[src/hsps_pkg.sv]
// Shared types, constants and helper functions for the SPS header parser.
// No dependencies; read before hsps_ctrl, hsps_dp, the top level and the testbench.
`default_nettype none
package hsps_pkg;

  localparam int unsigned MAX_BLOCKS_DIM = 1024;
  localparam int unsigned MAX_CODE_BITS  = 32;
  localparam int unsigned MAX_CYCLE_REFS = 255;
  localparam int unsigned CROP_LIMIT     = 4095;
  localparam logic [4:0]  NAL_TYPE_SPS   = 5'd7;

  // result status codes
  localparam logic [1:0] ST_OK       = 2'd0;
  localparam logic [1:0] ST_NOT_SPS  = 2'd1;
  localparam logic [1:0] ST_NO_BITS  = 2'd2;
  localparam logic [1:0] ST_RANGE    = 2'd3;

  // syntax element being parsed, one-hot
  typedef enum logic [34:0] {
    PH_HDR    = 35'h1 << 0,
    PH_PROF   = 35'h1 << 1,
    PH_CONS   = 35'h1 << 2,
    PH_LEVEL  = 35'h1 << 3,
    PH_ID     = 35'h1 << 4,
    PH_CHROMA = 35'h1 << 5,
    PH_SEP    = 35'h1 << 6,
    PH_BDL    = 35'h1 << 7,
    PH_BDC    = 35'h1 << 8,
    PH_BYP    = 35'h1 << 9,
    PH_SMF    = 35'h1 << 10,
    PH_LISTF  = 35'h1 << 11,
    PH_DELTA  = 35'h1 << 12,
    PH_LOG2FN = 35'h1 << 13,
    PH_POCT   = 35'h1 << 14,
    PH_POCLSB = 35'h1 << 15,
    PH_DPOZ   = 35'h1 << 16,
    PH_OFFNR  = 35'h1 << 17,
    PH_OFFTB  = 35'h1 << 18,
    PH_NCYC   = 35'h1 << 19,
    PH_OFFREF = 35'h1 << 20,
    PH_NREF   = 35'h1 << 21,
    PH_GAPS   = 35'h1 << 22,
    PH_WID    = 35'h1 << 23,
    PH_HGT    = 35'h1 << 24,
    PH_FMO    = 35'h1 << 25,
    PH_MBAFF  = 35'h1 << 26,
    PH_D8     = 35'h1 << 27,
    PH_CROPF  = 35'h1 << 28,
    PH_CL     = 35'h1 << 29,
    PH_CR     = 35'h1 << 30,
    PH_CT     = 35'h1 << 31,
    PH_CB     = 35'h1 << 32,
    PH_DONE   = 35'h1 << 33,
    PH_ERR    = 35'h1 << 34
  } ph_t;

  // controller to datapath commands
  typedef struct packed {
    logic load;    // take a new byte into the bit shifter
    logic step;    // consume one bit
    logic finish;  // capture the result and rearm
  } hsps_cmd_t;

  // fixed field width of a syntax element; 0 means Exp-Golomb coded
  function automatic logic [3:0] ph_width(input ph_t p);
    logic [3:0] w;
    begin
      w = 4'd0;
      unique case (p)
        PH_HDR, PH_PROF, PH_CONS, PH_LEVEL: w = 4'd8;
        PH_SEP, PH_BYP, PH_SMF, PH_LISTF, PH_DPOZ, PH_GAPS,
        PH_FMO, PH_MBAFF, PH_D8, PH_CROPF: w = 4'd1;
        default: w = 4'd0;
      endcase
      return w;
    end
  endfunction

  // profiles that carry chroma format, bit depth and scaling lists
  function automatic logic high_profile(input logic [7:0] p);
    return (p == 8'd100) || (p == 8'd110) || (p == 8'd122) || (p == 8'd244) ||
           (p == 8'd44)  || (p == 8'd83)  || (p == 8'd86)  || (p == 8'd118) ||
           (p == 8'd128) || (p == 8'd138) || (p == 8'd139) || (p == 8'd134);
  endfunction

endpackage
`default_nettype wire

[src/hsps_if.sv]
// Valid/ready channel interfaces for the SPS parser's input and result streams.
// Depends on nothing.
`default_nettype none
interface hsps_in_if;
  logic       valid;
  logic       ready;
  logic [7:0] byte_value;
  logic       last_byte;
  modport source (output valid, output byte_value, output last_byte, input ready);
  modport sink   (input valid, input byte_value, input last_byte, output ready);
endinterface

interface hsps_out_if;
  logic        valid;
  logic        ready;
  logic [1:0]  status;
  logic [7:0]  profile_code;
  logic [7:0]  constraint_flags;
  logic [7:0]  level_code;
  logic [4:0]  sps_id;
  logic [1:0]  chroma_format;
  logic [3:0]  luma_bit_depth;
  logic [3:0]  chroma_bit_depth;
  logic [4:0]  log2_max_frame_num;
  logic [4:0]  ref_frame_count;
  logic [14:0] frame_width;
  logic [15:0] frame_height;
  modport source (output valid, output status, output profile_code,
                  output constraint_flags, output level_code, output sps_id,
                  output chroma_format, output luma_bit_depth,
                  output chroma_bit_depth, output log2_max_frame_num,
                  output ref_frame_count, output frame_width,
                  output frame_height, input ready);
  modport sink   (input valid, input status, input profile_code,
                  input constraint_flags, input level_code, input sps_id,
                  input chroma_format, input luma_bit_depth,
                  input chroma_bit_depth, input log2_max_frame_num,
                  input ref_frame_count, input frame_width,
                  input frame_height, output ready);
endinterface
`default_nettype wire

[src/hsps_ctrl.sv]
// Sequencer for the SPS parser: byte handshake, bit count, result transfer.
// Depends on hsps_pkg.
`default_nettype none
module hsps_ctrl (
  input  wire logic              clk,
  input  wire logic              rst_n,
  input  wire logic              in_valid,
  output logic                   in_ready,
  input  wire logic              in_last,
  output logic                   out_valid,
  input  wire logic              out_ready,
  output hsps_pkg::hsps_cmd_t    cmd
);

  typedef enum logic [2:0] {
    S_IDLE = 3'b001,
    S_RUN  = 3'b010,
    S_FIN  = 3'b100
  } st_t;

  st_t        state_r, state_nxt;
  logic [2:0] cnt_r, cnt_nxt;
  logic       last_r, last_nxt;
  logic       oval_r, oval_nxt;

  assign in_ready  = (state_r == S_IDLE);
  assign out_valid = oval_r;

  // next state and commands
  always_comb begin
    state_nxt  = state_r;
    cnt_nxt    = cnt_r;
    last_nxt   = last_r;
    oval_nxt   = oval_r && !out_ready;
    cmd        = '0;
    unique case (state_r)
      S_IDLE: begin
        if (in_valid) begin
          cmd.load  = 1'b1;
          last_nxt  = in_last;
          cnt_nxt   = 3'd0;
          state_nxt = S_RUN;
        end
      end
      S_RUN: begin
        cmd.step = 1'b1;
        cnt_nxt  = cnt_r + 3'd1;
        if (cnt_r == 3'd7) begin
          state_nxt = last_r ? S_FIN : S_IDLE;
        end
      end
      S_FIN: begin
        // wait until the result register is free
        if (!oval_r || out_ready) begin
          cmd.finish = 1'b1;
          oval_nxt   = 1'b1;
          state_nxt  = S_IDLE;
        end
      end
      default: state_nxt = S_IDLE;
    endcase
  end

  always_ff @(posedge clk) begin
    if (!rst_n) begin
      state_r <= S_IDLE;
      cnt_r   <= 3'd0;
      last_r  <= 1'b0;
      oval_r  <= 1'b0;
    end else begin
      state_r <= state_nxt;
      cnt_r   <= cnt_nxt;
      last_r  <= last_nxt;
      oval_r  <= oval_nxt;
    end
  end

endmodule
`default_nettype wire

[src/hsps_dp.sv]
// Bit-serial SPS datapath: bit shifter, Exp-Golomb decoder, field registers,
// bound checks and result register. Depends on hsps_pkg.
`default_nettype none
module hsps_dp (
  input  wire logic              clk,
  input  wire logic              rst_n,
  input  wire hsps_pkg::hsps_cmd_t cmd,
  input  wire logic [7:0]        in_byte,
  output logic [1:0]             res_status,
  output logic [7:0]             res_profile,
  output logic [7:0]             res_cons,
  output logic [7:0]             res_level,
  output logic [4:0]             res_id,
  output logic [1:0]             res_cf,
  output logic [3:0]             res_lbd,
  output logic [3:0]             res_cbd,
  output logic [4:0]             res_log2,
  output logic [4:0]             res_refs,
  output logic [14:0]            res_width,
  output logic [15:0]            res_height
);

  hsps_pkg::ph_t ph_r, ph_nxt;
  logic [7:0]  sh_r, sh_nxt;
  logic [5:0]  cb_r, cb_nxt;
  logic [5:0]  zr_r, zr_nxt;
  logic [31:0] acc_r, acc_nxt;
  logic [7:0]  loop_r, loop_nxt;
  logic [3:0]  lidx_r, lidx_nxt;
  logic [7:0]  prev_r, prev_nxt;
  logic [7:0]  upc_r, upc_nxt;
  logic [7:0]  prof_r, prof_nxt, cons_r, cons_nxt, lvl_r, lvl_nxt;
  logic [4:0]  id_r, id_nxt;
  logic [1:0]  cf_r, cf_nxt;
  logic [3:0]  lbd_r, lbd_nxt, cbd_r, cbd_nxt;
  logic [4:0]  log2_r, log2_nxt, refs_r, refs_nxt;
  logic        fmo_r, fmo_nxt;
  logic [10:0] wmb_r, wmb_nxt, hmb_r, hmb_nxt;
  logic [11:0] crop_r [4];
  logic [11:0] crop_nxt [4];
  logic [1:0]  err_r, err_nxt;

  logic        bit_in;
  logic [3:0]  fw;
  logic        take;
  logic [31:0] v;
  logic [31:0] acc_sh;
  logic [7:0]  dlt, upc_d, loop_inc, loop_dec;
  logic [6:0]  lsize;
  logic [3:0]  lidx_inc, lcount;
  logic [12:0] wsum_c, hsum_c;
  logic [14:0] fw_full;
  logic [15:0] fh_full;

  assign bit_in   = sh_r[7];
  assign fw       = hsps_pkg::ph_width(ph_r);
  assign acc_sh   = {acc_r[30:0], bit_in};
  assign lsize    = (lidx_r < 4'd6) ? 7'd16 : 7'd64;
  assign lcount   = (cf_r == 2'd3) ? 4'd12 : 4'd8;
  assign lidx_inc = lidx_r + 4'd1;
  assign loop_inc = loop_r + 8'd1;
  assign loop_dec = (loop_r != 8'd0) ? loop_r - 8'd1 : 8'd0;

  // uncropped picture size in luma samples
  assign fw_full = {wmb_r, 4'b0000};
  assign fh_full = fmo_r ? {1'b0, hmb_r, 4'b0000} : {hmb_r, 5'b00000};

  // one bit of parsing per step
  always_comb begin
    ph_nxt   = ph_r;
    sh_nxt   = sh_r;
    cb_nxt   = cb_r;
    zr_nxt   = zr_r;
    acc_nxt  = acc_r;
    loop_nxt = loop_r;
    lidx_nxt = lidx_r;
    prev_nxt = prev_r;
    upc_nxt  = upc_r;
    prof_nxt = prof_r;
    cons_nxt = cons_r;
    lvl_nxt  = lvl_r;
    id_nxt   = id_r;
    cf_nxt   = cf_r;
    lbd_nxt  = lbd_r;
    cbd_nxt  = cbd_r;
    log2_nxt = log2_r;
    refs_nxt = refs_r;
    fmo_nxt  = fmo_r;
    wmb_nxt  = wmb_r;
    hmb_nxt  = hmb_r;
    crop_nxt = crop_r;
    err_nxt  = err_r;
    take     = 1'b0;
    v        = 32'd0;
    dlt      = 8'd0;
    upc_d    = 8'd0;
    wsum_c   = 13'd0;
    hsum_c   = 13'd0;

    if (cmd.load) begin
      sh_nxt = in_byte;
    end

    if (cmd.step) begin
      sh_nxt = {sh_r[6:0], 1'b0};
      if (ph_r == hsps_pkg::PH_DONE || ph_r == hsps_pkg::PH_ERR) begin
        // trailing bits are ignored
      end else if (fw != 4'd0) begin
        // fixed-width field
        acc_nxt = acc_sh;
        cb_nxt  = cb_r + 6'd1;
        if (cb_r + 6'd1 >= {2'b00, fw}) begin
          v       = acc_sh;
          acc_nxt = 32'd0;
          cb_nxt  = 6'd0;
          take    = 1'b1;
        end
      end else if (cb_r == 6'd0) begin
        // Exp-Golomb prefix
        if (!bit_in) begin
          zr_nxt = zr_r + 6'd1;
          if (zr_r + 6'd1 >= 6'(hsps_pkg::MAX_CODE_BITS)) begin
            err_nxt = hsps_pkg::ST_RANGE;
            ph_nxt  = hsps_pkg::PH_ERR;
          end
        end else if (zr_r == 6'd0) begin
          take = 1'b1;
        end else begin
          cb_nxt  = zr_r;
          acc_nxt = 32'd1;  // leading one: accumulator holds value plus one
        end
      end else begin
        // Exp-Golomb suffix
        acc_nxt = acc_sh;
        cb_nxt  = cb_r - 6'd1;
        if (cb_r == 6'd1) begin
          v       = acc_sh - 32'd1;
          zr_nxt  = 6'd0;
          acc_nxt = 32'd0;
          take    = 1'b1;
        end
      end

      // act on a completed syntax element
      if (take) begin
        unique case (ph_r)
          hsps_pkg::PH_HDR: begin
            if (v[4:0] != hsps_pkg::NAL_TYPE_SPS) begin
              err_nxt = hsps_pkg::ST_NOT_SPS; ph_nxt = hsps_pkg::PH_ERR;
            end else ph_nxt = hsps_pkg::PH_PROF;
          end
          hsps_pkg::PH_PROF:  begin prof_nxt = v[7:0]; ph_nxt = hsps_pkg::PH_CONS; end
          hsps_pkg::PH_CONS:  begin cons_nxt = v[7:0]; ph_nxt = hsps_pkg::PH_LEVEL; end
          hsps_pkg::PH_LEVEL: begin lvl_nxt = v[7:0]; ph_nxt = hsps_pkg::PH_ID; end
          hsps_pkg::PH_ID: begin
            if (v > 32'd31) begin
              err_nxt = hsps_pkg::ST_RANGE; ph_nxt = hsps_pkg::PH_ERR;
            end else begin
              id_nxt = v[4:0];
              ph_nxt = hsps_pkg::high_profile(prof_r) ? hsps_pkg::PH_CHROMA
                                                      : hsps_pkg::PH_LOG2FN;
            end
          end
          hsps_pkg::PH_CHROMA: begin
            if (v > 32'd3) begin
              err_nxt = hsps_pkg::ST_RANGE; ph_nxt = hsps_pkg::PH_ERR;
            end else begin
              cf_nxt = v[1:0];
              ph_nxt = (v[1:0] == 2'd3) ? hsps_pkg::PH_SEP : hsps_pkg::PH_BDL;
            end
          end
          hsps_pkg::PH_SEP: ph_nxt = hsps_pkg::PH_BDL;
          hsps_pkg::PH_BDL: begin
            if (v > 32'd6) begin
              err_nxt = hsps_pkg::ST_RANGE; ph_nxt = hsps_pkg::PH_ERR;
            end else begin
              lbd_nxt = v[3:0] + 4'd8; ph_nxt = hsps_pkg::PH_BDC;
            end
          end
          hsps_pkg::PH_BDC: begin
            if (v > 32'd6) begin
              err_nxt = hsps_pkg::ST_RANGE; ph_nxt = hsps_pkg::PH_ERR;
            end else begin
              cbd_nxt = v[3:0] + 4'd8; ph_nxt = hsps_pkg::PH_BYP;
            end
          end
          hsps_pkg::PH_BYP: ph_nxt = hsps_pkg::PH_SMF;
          hsps_pkg::PH_SMF: begin
            lidx_nxt = 4'd0;
            ph_nxt   = v[0] ? hsps_pkg::PH_LISTF : hsps_pkg::PH_LOG2FN;
          end
          hsps_pkg::PH_LISTF: begin
            // list present: walk its deltas; absent: next list
            loop_nxt = 8'd0;
            prev_nxt = 8'd8;
            upc_nxt  = 8'd8;
            if (v[0]) begin
              ph_nxt = hsps_pkg::PH_DELTA;
            end else begin
              lidx_nxt = lidx_inc;
              ph_nxt   = (lidx_inc < lcount) ? hsps_pkg::PH_LISTF
                                             : hsps_pkg::PH_LOG2FN;
            end
          end
          hsps_pkg::PH_DELTA: begin
            dlt      = v[0] ? (v[8:1] + 8'd1) : (8'd0 - v[8:1]);
            upc_d    = prev_r + dlt;
            loop_nxt = loop_inc;
            if (loop_inc < {1'b0, lsize} && upc_d != 8'd0) begin
              upc_nxt = upc_d;
              prev_nxt = upc_d;
            end else begin
              prev_nxt = 8'd8;
              upc_nxt  = 8'd8;
              lidx_nxt = lidx_inc;
              ph_nxt   = (lidx_inc < lcount) ? hsps_pkg::PH_LISTF
                                             : hsps_pkg::PH_LOG2FN;
            end
          end
          hsps_pkg::PH_LOG2FN: begin
            if (v > 32'd12) begin
              err_nxt = hsps_pkg::ST_RANGE; ph_nxt = hsps_pkg::PH_ERR;
            end else begin
              log2_nxt = v[4:0] + 5'd4; ph_nxt = hsps_pkg::PH_POCT;
            end
          end
          hsps_pkg::PH_POCT: begin
            if (v > 32'd2) begin
              err_nxt = hsps_pkg::ST_RANGE; ph_nxt = hsps_pkg::PH_ERR;
            end else if (v[1:0] == 2'd0) ph_nxt = hsps_pkg::PH_POCLSB;
            else if (v[1:0] == 2'd1) ph_nxt = hsps_pkg::PH_DPOZ;
            else ph_nxt = hsps_pkg::PH_NREF;
          end
          hsps_pkg::PH_POCLSB: begin
            if (v > 32'd12) begin
              err_nxt = hsps_pkg::ST_RANGE; ph_nxt = hsps_pkg::PH_ERR;
            end else ph_nxt = hsps_pkg::PH_NREF;
          end
          hsps_pkg::PH_DPOZ:  ph_nxt = hsps_pkg::PH_OFFNR;
          hsps_pkg::PH_OFFNR: ph_nxt = hsps_pkg::PH_OFFTB;
          hsps_pkg::PH_OFFTB: ph_nxt = hsps_pkg::PH_NCYC;
          hsps_pkg::PH_NCYC: begin
            if (v > 32'(hsps_pkg::MAX_CYCLE_REFS)) begin
              err_nxt = hsps_pkg::ST_RANGE; ph_nxt = hsps_pkg::PH_ERR;
            end else begin
              loop_nxt = v[7:0];
              ph_nxt   = (v[7:0] == 8'd0) ? hsps_pkg::PH_NREF : hsps_pkg::PH_OFFREF;
            end
          end
          hsps_pkg::PH_OFFREF: begin
            loop_nxt = loop_dec;
            if (loop_dec == 8'd0) ph_nxt = hsps_pkg::PH_NREF;
          end
          hsps_pkg::PH_NREF: begin
            if (v > 32'd16) begin
              err_nxt = hsps_pkg::ST_RANGE; ph_nxt = hsps_pkg::PH_ERR;
            end else begin
              refs_nxt = v[4:0]; ph_nxt = hsps_pkg::PH_GAPS;
            end
          end
          hsps_pkg::PH_GAPS: ph_nxt = hsps_pkg::PH_WID;
          hsps_pkg::PH_WID: begin
            if (v > 32'(hsps_pkg::MAX_BLOCKS_DIM - 1)) begin
              err_nxt = hsps_pkg::ST_RANGE; ph_nxt = hsps_pkg::PH_ERR;
            end else begin
              wmb_nxt = v[10:0] + 11'd1; ph_nxt = hsps_pkg::PH_HGT;
            end
          end
          hsps_pkg::PH_HGT: begin
            if (v > 32'(hsps_pkg::MAX_BLOCKS_DIM - 1)) begin
              err_nxt = hsps_pkg::ST_RANGE; ph_nxt = hsps_pkg::PH_ERR;
            end else begin
              hmb_nxt = v[10:0] + 11'd1; ph_nxt = hsps_pkg::PH_FMO;
            end
          end
          hsps_pkg::PH_FMO: begin
            fmo_nxt = v[0];
            ph_nxt  = v[0] ? hsps_pkg::PH_D8 : hsps_pkg::PH_MBAFF;
          end
          hsps_pkg::PH_MBAFF: ph_nxt = hsps_pkg::PH_D8;
          hsps_pkg::PH_D8:    ph_nxt = hsps_pkg::PH_CROPF;
          hsps_pkg::PH_CROPF: ph_nxt = v[0] ? hsps_pkg::PH_CL : hsps_pkg::PH_DONE;
          hsps_pkg::PH_CL, hsps_pkg::PH_CR, hsps_pkg::PH_CT: begin
            if (v > 32'(hsps_pkg::CROP_LIMIT)) begin
              err_nxt = hsps_pkg::ST_RANGE; ph_nxt = hsps_pkg::PH_ERR;
            end else if (ph_r == hsps_pkg::PH_CL) begin
              crop_nxt[0] = v[11:0]; ph_nxt = hsps_pkg::PH_CR;
            end else if (ph_r == hsps_pkg::PH_CR) begin
              crop_nxt[1] = v[11:0]; ph_nxt = hsps_pkg::PH_CT;
            end else begin
              crop_nxt[2] = v[11:0]; ph_nxt = hsps_pkg::PH_CB;
            end
          end
          hsps_pkg::PH_CB: begin
            // last offset, then cropping must fit inside the picture
            wsum_c = {1'b0, crop_r[0]} + {1'b0, crop_r[1]};
            hsum_c = {1'b0, crop_r[2]} + {1'b0, v[11:0]};
            if (v > 32'(hsps_pkg::CROP_LIMIT)) begin
              err_nxt = hsps_pkg::ST_RANGE; ph_nxt = hsps_pkg::PH_ERR;
            end else begin
              crop_nxt[3] = v[11:0];
              if ({1'b0, wsum_c, 1'b0} > fw_full ||
                  {2'b00, hsum_c, 1'b0} > fh_full) begin
                err_nxt = hsps_pkg::ST_RANGE; ph_nxt = hsps_pkg::PH_ERR;
              end else ph_nxt = hsps_pkg::PH_DONE;
            end
          end
          default: ;
        endcase
      end
    end
  end

  // parse state, cleared at reset and after each result
  always_ff @(posedge clk) begin
    if (!rst_n || cmd.finish) begin
      ph_r   <= hsps_pkg::PH_HDR;
      cb_r   <= 6'd0;
      zr_r   <= 6'd0;
      acc_r  <= 32'd0;
      loop_r <= 8'd0;
      lidx_r <= 4'd0;
      prev_r <= 8'd8;
      upc_r  <= 8'd8;
      prof_r <= 8'd0;
      cons_r <= 8'd0;
      lvl_r  <= 8'd0;
      id_r   <= 5'd0;
      cf_r   <= 2'd1;
      lbd_r  <= 4'd8;
      cbd_r  <= 4'd8;
      log2_r <= 5'd0;
      refs_r <= 5'd0;
      fmo_r  <= 1'b0;
      wmb_r  <= 11'd0;
      hmb_r  <= 11'd0;
      for (int i = 0; i < 4; i++) crop_r[i] <= 12'd0;
      err_r  <= 2'd0;
    end else begin
      ph_r   <= ph_nxt;
      cb_r   <= cb_nxt;
      zr_r   <= zr_nxt;
      acc_r  <= acc_nxt;
      loop_r <= loop_nxt;
      lidx_r <= lidx_nxt;
      prev_r <= prev_nxt;
      upc_r  <= upc_nxt;
      prof_r <= prof_nxt;
      cons_r <= cons_nxt;
      lvl_r  <= lvl_nxt;
      id_r   <= id_nxt;
      cf_r   <= cf_nxt;
      lbd_r  <= lbd_nxt;
      cbd_r  <= cbd_nxt;
      log2_r <= log2_nxt;
      refs_r <= refs_nxt;
      fmo_r  <= fmo_nxt;
      wmb_r  <= wmb_nxt;
      hmb_r  <= hmb_nxt;
      crop_r <= crop_nxt;
      err_r  <= err_nxt;
    end
  end

  // bit shifter holds payload only
  always_ff @(posedge clk) begin
    sh_r <= sh_nxt;
  end

  // result register, loaded when the controller finishes a NAL unit
  logic [1:0]  st_fin;
  logic        ok_fin;
  logic [12:0] wsum_fin, hsum_fin;

  assign wsum_fin = {1'b0, crop_r[0]} + {1'b0, crop_r[1]};
  assign hsum_fin = {1'b0, crop_r[2]} + {1'b0, crop_r[3]};
  assign st_fin = (ph_r == hsps_pkg::PH_ERR)  ? err_r :
                  (ph_r == hsps_pkg::PH_DONE) ? hsps_pkg::ST_OK : hsps_pkg::ST_NO_BITS;
  assign ok_fin = (st_fin == hsps_pkg::ST_OK);

  always_ff @(posedge clk) begin
    if (cmd.finish) begin
      res_status  <= st_fin;
      res_profile <= ok_fin ? prof_r : 8'd0;
      res_cons    <= ok_fin ? cons_r : 8'd0;
      res_level   <= ok_fin ? lvl_r : 8'd0;
      res_id      <= ok_fin ? id_r : 5'd0;
      res_cf      <= ok_fin ? cf_r : 2'd0;
      res_lbd     <= ok_fin ? lbd_r : 4'd0;
      res_cbd     <= ok_fin ? cbd_r : 4'd0;
      res_log2    <= ok_fin ? log2_r : 5'd0;
      res_refs    <= ok_fin ? refs_r : 5'd0;
      res_width   <= ok_fin ? fw_full - {1'b0, wsum_fin, 1'b0} : 15'd0;
      res_height  <= ok_fin ? fh_full - {2'b00, hsum_fin, 1'b0} : 16'd0;
    end
  end

endmodule
`default_nettype wire

[src/h264_sps_header_parser.sv]
// H.264 SPS header parser, top level: joins the sequencer and the datapath.
// Depends on hsps_pkg, hsps_if, hsps_ctrl and hsps_dp.
//
// Takes one SPS NAL byte per transfer (emulation-prevention bytes already
// removed, header byte first, last byte marked) and parses it one bit per
// clock. A byte is taken only in the idle state, and no new byte is taken
// until the bit-serial decoder has shifted out all its bits. After the last
// byte of a NAL the finish state loads the result register; a result that
// waits there does not block the bytes that follow, but the last byte of the
// next NAL stalls until it has been taken. Exactly one result comes out
// per NAL: status (ok, not an SPS, ran out of bits, value out of range),
// the header and format fields, and the cropped picture size. On any error
// every other result field is zero.
`default_nettype none
module h264_sps_header_parser (
  input  wire logic  clk,
  input  wire logic  rst_n,
  hsps_in_if.sink    in_chan,
  hsps_out_if.source out_chan
);

  hsps_pkg::hsps_cmd_t cmd;

  hsps_ctrl u_ctrl (
    .clk       (clk),
    .rst_n     (rst_n),
    .in_valid  (in_chan.valid),
    .in_ready  (in_chan.ready),
    .in_last   (in_chan.last_byte),
    .out_valid (out_chan.valid),
    .out_ready (out_chan.ready),
    .cmd       (cmd)
  );

  hsps_dp u_dp (
    .clk         (clk),
    .rst_n       (rst_n),
    .cmd         (cmd),
    .in_byte     (in_chan.byte_value),
    .res_status  (out_chan.status),
    .res_profile (out_chan.profile_code),
    .res_cons    (out_chan.constraint_flags),
    .res_level   (out_chan.level_code),
    .res_id      (out_chan.sps_id),
    .res_cf      (out_chan.chroma_format),
    .res_lbd     (out_chan.luma_bit_depth),
    .res_cbd     (out_chan.chroma_bit_depth),
    .res_log2    (out_chan.log2_max_frame_num),
    .res_refs    (out_chan.ref_frame_count),
    .res_width   (out_chan.frame_width),
    .res_height  (out_chan.frame_height)
  );

endmodule
`default_nettype wire

[src/flat_wrapper.sv]
// flat-port wrapper written by rule: the top's interface ports become plain ports
module h264_sps_header_parser_flat 
  (clk, rst_n, in_chan_valid, in_chan_byte_value, in_chan_last_byte, in_chan_ready, out_chan_valid, out_chan_status, out_chan_profile_code, out_chan_constraint_flags, out_chan_level_code, out_chan_sps_id, out_chan_chroma_format, out_chan_luma_bit_depth, out_chan_chroma_bit_depth, out_chan_log2_max_frame_num, out_chan_ref_frame_count, out_chan_frame_width, out_chan_frame_height, out_chan_ready);
  hsps_in_if in_chan_i ();
  hsps_out_if out_chan_i ();
  input  wire logic clk;
  input  wire logic rst_n;
  input wire logic [$bits(in_chan_i.valid)-1:0] in_chan_valid;
  input wire logic [$bits(in_chan_i.byte_value)-1:0] in_chan_byte_value;
  input wire logic [$bits(in_chan_i.last_byte)-1:0] in_chan_last_byte;
  output wire logic [$bits(in_chan_i.ready)-1:0] in_chan_ready;
  output wire logic [$bits(out_chan_i.valid)-1:0] out_chan_valid;
  output wire logic [$bits(out_chan_i.status)-1:0] out_chan_status;
  output wire logic [$bits(out_chan_i.profile_code)-1:0] out_chan_profile_code;
  output wire logic [$bits(out_chan_i.constraint_flags)-1:0] out_chan_constraint_flags;
  output wire logic [$bits(out_chan_i.level_code)-1:0] out_chan_level_code;
  output wire logic [$bits(out_chan_i.sps_id)-1:0] out_chan_sps_id;
  output wire logic [$bits(out_chan_i.chroma_format)-1:0] out_chan_chroma_format;
  output wire logic [$bits(out_chan_i.luma_bit_depth)-1:0] out_chan_luma_bit_depth;
  output wire logic [$bits(out_chan_i.chroma_bit_depth)-1:0] out_chan_chroma_bit_depth;
  output wire logic [$bits(out_chan_i.log2_max_frame_num)-1:0] out_chan_log2_max_frame_num;
  output wire logic [$bits(out_chan_i.ref_frame_count)-1:0] out_chan_ref_frame_count;
  output wire logic [$bits(out_chan_i.frame_width)-1:0] out_chan_frame_width;
  output wire logic [$bits(out_chan_i.frame_height)-1:0] out_chan_frame_height;
  input wire logic [$bits(out_chan_i.ready)-1:0] out_chan_ready;
  assign in_chan_i.valid = in_chan_valid;
  assign in_chan_i.byte_value = in_chan_byte_value;
  assign in_chan_i.last_byte = in_chan_last_byte;
  assign in_chan_ready = in_chan_i.ready;
  assign out_chan_valid = out_chan_i.valid;
  assign out_chan_status = out_chan_i.status;
  assign out_chan_profile_code = out_chan_i.profile_code;
  assign out_chan_constraint_flags = out_chan_i.constraint_flags;
  assign out_chan_level_code = out_chan_i.level_code;
  assign out_chan_sps_id = out_chan_i.sps_id;
  assign out_chan_chroma_format = out_chan_i.chroma_format;
  assign out_chan_luma_bit_depth = out_chan_i.luma_bit_depth;
  assign out_chan_chroma_bit_depth = out_chan_i.chroma_bit_depth;
  assign out_chan_log2_max_frame_num = out_chan_i.log2_max_frame_num;
  assign out_chan_ref_frame_count = out_chan_i.ref_frame_count;
  assign out_chan_frame_width = out_chan_i.frame_width;
  assign out_chan_frame_height = out_chan_i.frame_height;
  assign out_chan_i.ready = out_chan_ready;
  h264_sps_header_parser u_core (.clk(clk), .rst_n(rst_n), .in_chan(in_chan_i), .out_chan(out_chan_i));
endmodule
[config.mk]
export PLATFORM = sky130hd
export DESIGN_NAME = h264_sps_header_parser_flat
export DESIGN_NICKNAME = d
export VERILOG_FILES = /design/src/hsps_pkg.sv /design/src/hsps_if.sv /design/src/hsps_ctrl.sv /design/src/hsps_dp.sv /design/src/h264_sps_header_parser.sv /design/src/flat_wrapper.sv
export SDC_FILE = /design/constraint.sdc
export NUM_CORES = 1
export LEC_CHECK = 0
export ABC_AREA = 1
export BUFFER_PORTS_ARGS = -buffer_cell sky130_fd_sc_hd__buf_2
export CORE_ASPECT_RATIO = 1.1
export CORE_MARGIN = 4
export CORE_UTILIZATION = 60
export CTS_CLUSTER_DIAMETER = 80
export DETAILED_ROUTE_END_ITERATION = 7
export PLACE_DENSITY_LB_ADDON = 0.25
export RECOVER_POWER = 50
export SLEW_MARGIN = 20
export SYNTH_ARGS = -nofsm -noshare
export SYNTH_HDL_FRONTEND = slang
export SYNTH_SLANG_ARGS = --single-unit
[constraint.sdc]
create_clock -name clk -period 10.17 [get_ports clk]
set_input_delay 0.5085 -clock clk [delete_from_list [all_inputs] [get_ports clk]]
set_output_delay 0.5085 -clock clk [all_outputs]
set_load 0.005 [all_outputs]
==> results.sh, run 1 <==
export IMPL_crit_type="reg2reg"
export IMPL_vias=20900
export IMPL_cts_tree="yes"
export IMPL_postRouteWirelength_microns=64300
export IMPL_synth_seq_cells=316
export IMPL_synth_top_area_share=0.214
export IMPL_grt_pass1_wl_microns=102000
export IMPL_multiInputGateArea_sq_um=12100
export IMPL_cts_buffer_depth=3
export IMPL_avgSynthCellArea_sq_um=7.10
export IMPL_end_kind="register"
export IMPL_synthArstFlopShare=0
export IMPL_slowest_stage="clkbuf_1"
export IMPL_gp_congestion=1.02
export IMPL_ys_types=72
export IMPL_clock_sinks=316
export IMPL_finalMaxSlewViolations=233
export IMPL_start_util=0.609
export IMPL_vias_per_cell=5.87
export IMPL_synthAdderAreaFrac=0.0603
export IMPL_drt_pre_antenna_iters=6
export IMPL_critPathMaxFanout=44
export IMPL_drt_iter0_markers=2010
export IMPL_synth_top_area_cell="dfxtp_1"
export IMPL_core_sq_um=35200
export IMPL_cts_setup_buffers=0
export IMPL_slew_headroom=-0.893
export IMPL_synth_top_family_by_area="simple AND/OR/NAND/NOR gates"
export IMPL_startpoint_type="register"
export IMPL_rsz0062_at_grt="false"
export IMPL_clk_latency_ns=0.55
export IMPL_fin_crit_ns=8.38
export IMPL_die_width_microns=188
export IMPL_finalClockSkew_ns=0.0229
export IMPL_numPortBuffers=94
export IMPL_synth_commonest_cells="nand2_1, nor2_1, inv_1, a21oi_1, dfxtp_1"
export IMPL_hold_viol=0
export IMPL_grt_max_degree=108
export IMPL_max_stage_delay_ns=1.73
export IMPL_synthSimpleGateAreaFrac=0.295
export IMPL_crit_family="simple AND/OR/NAND/NOR gates"
export IMPL_rows=72
export IMPL_cts_resized=0
export IMPL_post_route_cells_drive_above_1_share=0.100
export IMPL_die_area_sq_um=38900
export IMPL_diodes=0
export IMPL_ys_warnings_count=0
export IMPL_synthTopCellsByArea="dfxtp_1, edfxtp_1, nand2_1, nor2_1, inv_1"
export IMPL_synthCells=3024
export IMPL_yosysSeqAreaShare=0.335
export IMPL_h_tree_depth=2
export IMPL_cts_buffers_inserted=36
export IMPL_tns_ns=0
export IMPL_cp_required_ns=10.62
export IMPL_grt_total_usage=0.320
export IMPL_first_global_vias=19400
export IMPL_nFillCells=3136
export IMPL_status="finished, violations left"
export IMPL_worst_pin_slew_ns=2.84
export IMPL_grt_ovfl_total=0
export IMPL_arrival_ns=8.83
export IMPL_ioPinCount=97
export IMPL_nets=3174
export IMPL_antenna_found_initial=0
export IMPL_die_h_microns=206
export IMPL_finalCritPeriodShare=0.824
export IMPL_routedWlPerCell_microns=18.0
export IMPL_place_hpwl_microns=46700
export IMPL_synth_compound_area_share=0.174
export IMPL_syn_cell_area_sq_um=21500
export IMPL_register_area_sq_um=7200
export IMPL_synthFlopType="dfxtp_1"
export IMPL_yosysMostFrequentCell="nand2_1"
export IMPL_fmax_mhz=119
export IMPL_drc_errors=0
export IMPL_violations="max-capacitance violations, max-slew violations"
export IMPL_ant_nets=0
export IMPL_clkTransAtPathRegs_ns=0.07
export IMPL_synth_edf_count=87
export IMPL_max_cap_viol_count=5
export IMPL_root_buffer="clkbuf_16"
export IMPL_muxShareOfSynthArea=0
export IMPL_cts_hold_buf=0
export IMPL_synth_xor_area_share=0.0326
export IMPL_hp_class="in2reg"
export IMPL_area_growth_pct=8.14
export IMPL_finalSetupViolCount=0
export IMPL_path_buf_inv=5
per-stage QoR:
step | std cells | instance area [sq um] | hold slack, ns | worst slack (ns) | utilization
after detailed placement | 3502 | 22100 | 0.431 | 3.44 | 0.626
after global placement | 3502 | 22100 | 0.428 | 3.56 | 0.626
final | 3569 | 23200 | 0.174 | 1.79 | 0.659
after CTS | 3568 | 23300 | 0.163 | 3.40 | 0.661
after floorplan | 3025 | 21500 | 0.416 | 4.55 | -
after global routing | 3569 | 23200 | 0.197 | 1.37 | 0.659
area by class of cell:
class                           count  share of cell area
Clock buffer                       49              0.0440
Multi-Input combinational cell   2176               0.520
Tap cell                          481              0.0259
Sequential cell                   316               0.310
Clock inverter                     17             0.00938
Timing Repair Buffer              111              0.0226
Inverter                          419              0.0681
path summary, 6_finish.rpt:
check        cells after the start                    to             startpoint  slack (ns)
max                             32  u_core.u_dp.ph_r[14]   u_core.u_dp.ph_r[26]        1.79
min                              3   u_core.u_dp.sh_r[0]  in_chan_byte_value[0]        0.17
max reg2reg                     32  u_core.u_dp.ph_r[14]   u_core.u_dp.ph_r[26]        1.79
min reg2reg                      2  u_core.u_dp.lbd_r[3]   u_core.u_dp.lbd_r[3]        0.44
worst register-to-register path: cells and delay by family, from the launching register on:
kind,cells,cell delay [ns]
and+or+nand+nor,17,3.48
buffers and inverters,5,2.15
adders and majority gates,2,0.96
AOI/OAI and AO/OA,5,0.76
xor gates and xnor gates,3,0.51
DFF,1,0.41
flip-flops by register name (all words and copies together), names as in the netlist, 6 cells and up:
name                     count
u_core.u_dp.res_height      15
u_core.u_dp.res_cons         8
u_core.u_dp.hmb_r           11
u_core.u_dp.crop_r          48
u_core.u_dp.wmb_r           11
u_core.u_dp.lvl_r            8
u_core.u_dp.ph_r            35
u_core.u_dp.prof_r           8
u_core.u_dp.cons_r           8
u_core.u_dp.res_width       14
u_core.u_dp.zr_r             6
u_core.u_dp.prev_r           8
u_core.u_dp.acc_r           31
u_core.u_dp.cb_r             6
u_core.u_dp.sh_r             8
u_core.u_dp.loop_r           8
u_core.u_dp.res_level        8
u_core.u_dp.res_profile      8
cell usage in the layout, fill, tap and decap left out, drive strengths merged, types with 33 or more instances in the layout:
cell	instances
ha	97
clkbuf	97
buf	63
nand2	529
nand4	45
nor2	442
a21oi	258
nand3	204
dfxtp	229
xor2	62
o21ai	256
edfxtp	87
inv	416
o22ai	33
nor3	69
logic make-up after synthesis:
logic type / after synthesis
xor+xnor: 80
flops: 316
simple gates: 1333
fa+ha+maj: 101
other cells: 1
compound gates: 660
buf+inv: 533
per-layer routing:
layer,global-route usage,vias up,share of wire
met4,0.138,0,0.044
met5,0,-,0
met3,0.0459,188,0.083
li1,-,10100,-
met2,0.531,959,0.46
met1,0.419,9654,0.41
Power of run 1 is not shown: default switching activity piles up to over one toggle a cycle in this logic, so the estimate is an artifact.
==> run 2: changes to the inputs <==
==> constraint.sdc (replaced) <==
create_clock -name clk -period 8.1 [get_ports clk]
set_input_delay 0.405 -clock clk [delete_from_list [all_inputs] [get_ports clk]]
set_output_delay 0.405 -clock clk [all_outputs]
set_load 0.005 [all_outputs]
==> results.sh, run 2 (synthesis gave the netlist of run 1 again) <==
export IMPL_cp_required_ns=8.53
export IMPL_place_hpwl_microns=47300
export IMPL_ant_nets=0
export IMPL_rows=72
export IMPL_finalCritPeriodShare=0.885
export IMPL_max_cap_viol_count=4
export IMPL_fin_crit_ns=7.16
export IMPL_vias=21000
export IMPL_h_tree_depth=2
export IMPL_slowest_stage="fa_1"
export IMPL_end_kind="register"
export IMPL_grt_pass1_wl_microns=103000
export IMPL_crit_type="reg2reg"
export IMPL_fmax_mhz=140
export IMPL_finalSetupViolCount=0
export IMPL_top_regs="u_core.u_dp.crop_r x48, u_core.u_dp.ph_r x35, u_core.u_dp.acc_r x31"
export IMPL_clock_sinks=316
export IMPL_postPlaceCellArea_sq_um=22100
export IMPL_grt_max_degree=108
export IMPL_grt_ovfl_total=0
export IMPL_crit_family="simple AND/OR/NAND/NOR gates"
export IMPL_grt_total_usage=0.323
export IMPL_drt_pre_antenna_iters=8
export IMPL_rsz0062_at_grt="false"
export IMPL_final_cell_mix="nand2_1, nor2_1, inv_1"
export IMPL_drc_errors=0
export IMPL_hold_viol=0
export IMPL_violations="max-capacitance violations, max-slew violations"
export IMPL_diodes=0
export IMPL_area_growth_pct=8.04
export IMPL_fin_area_sq_um=23200
export IMPL_cts_buffer_depth=3
export IMPL_die_area_sq_um=38900
export IMPL_hp_class="in2reg"
export IMPL_startpoint_type="register"
export IMPL_max_stage_delay_ns=0.47
export IMPL_start_util=0.609
export IMPL_r2r_slack_ns=0.94
export IMPL_cpMostUsedCell="nand2_1"
export IMPL_core_sq_um=35200
export IMPL_max_flop_register="u_core.u_dp.crop_r"
export IMPL_tns_ns=0
export IMPL_drt_iter0_markers=1897
export IMPL_clk_latency_ns=0.55
export IMPL_gp_congestion=0.966
export IMPL_first_global_vias=19400
export IMPL_antenna_found_initial=1
export IMPL_finalClockSkew_ns=0.0283
export IMPL_cts_hold_buf=0
export IMPL_die_h_microns=206
export IMPL_arrival_ns=7.59
export IMPL_critPathMaxFanout=24
export IMPL_cts_setup_buffers=0
export IMPL_cts_tree="yes"
export IMPL_largest_reg_flops=48
export IMPL_cts_resized=0
export IMPL_status="finished, violations left"
export IMPL_mostFrequentLayoutCell="nand2_1"
export IMPL_vias_per_cell=5.88
export IMPL_cts_buffers_inserted=36
export IMPL_nets=3178
export IMPL_worst_pin_slew_ns=4.33
export IMPL_post_route_cells_drive_above_1_share=0.101
export IMPL_ioPinCount=97
export IMPL_root_buffer="clkbuf_16"
export IMPL_slew_headroom=-1.89
export IMPL_clkTransAtPathRegs_ns=0.06
export IMPL_path_buf_inv=5
export IMPL_postRouteWirelength_microns=65000
export IMPL_die_width_microns=188
export IMPL_numPortBuffers=94
export IMPL_finalMaxSlewViolations=203
export IMPL_routedWlPerCell_microns=18.2
run 2: cell type report:
type / instances / area [sq um]
clock inverters: 19 / 220
clock buffers: 46 / 978
multi-input cells: 2176 / 12000
repair buffers: 115 / 559
well taps: 481 / 602
inverters: 419 / 1580
fillers: 3130 / 12000
flip-flops and latches: 316 / 7200
run 2: worst paths after layout:
path | from | endpoint | depth (start not counted)
setup / recovery | u_core.u_dp.ph_r[33] | u_core.u_dp.ph_r[33] | 42
hold / removal | in_chan_byte_value[0] | u_core.u_dp.sh_r[0] | 3
setup reg to reg | u_core.u_dp.ph_r[33] | u_core.u_dp.ph_r[33] | 42
hold reg to reg | u_core.u_dp.cbd_r[3] | u_core.u_dp.cbd_r[3] | 2
run 2: metrics by stage:
| stage | hold WS, ns | setup WS [ns] | std cells | utilization |
|---|---|---|---|---|
| 6_report | 0.107 | 0.935 | 3572 | 0.658 |
| 5_1_grt | 0.121 | 0.480 | 3572 | 0.658 |
| 3_3_place_gp | 0.426 | 1.33 | 3507 | 0.627 |
| 3_5_place_dp | 0.448 | 1.05 | 3507 | 0.627 |
| 4_1_cts | 0.0928 | 0.995 | 3572 | 0.661 |
| 2_1_floorplan | 0.416 | 2.48 | 3025 | - |
run 2: per-layer routing:
| metal | vias up | global-route usage | wire length, microns |
|---|---|---|---|
| li1 | 10100 | - | - |
| met4 | 2 | 0.122 | 2430 |
| met2 | 998 | 0.538 | 30000 |
| met5 | - | 0 | 13 |
| met1 | 9680 | 0.425 | 27300 |
| met3 | 188 | 0.0547 | 5270 |
run 2: worst reg2reg max path, delay by kind of cell, from the launching register on:
kind	cells	cell delay [ns]
buffers and inverters	5	0.96
and+or+nand+nor	25	3.04
xor gates and xnor gates	1	0.16
adders and majority gates	4	1.36
AOI/OAI and AO/OA	7	1.07
DFF	1	0.45
Power of run 2 is left out for the same reason.
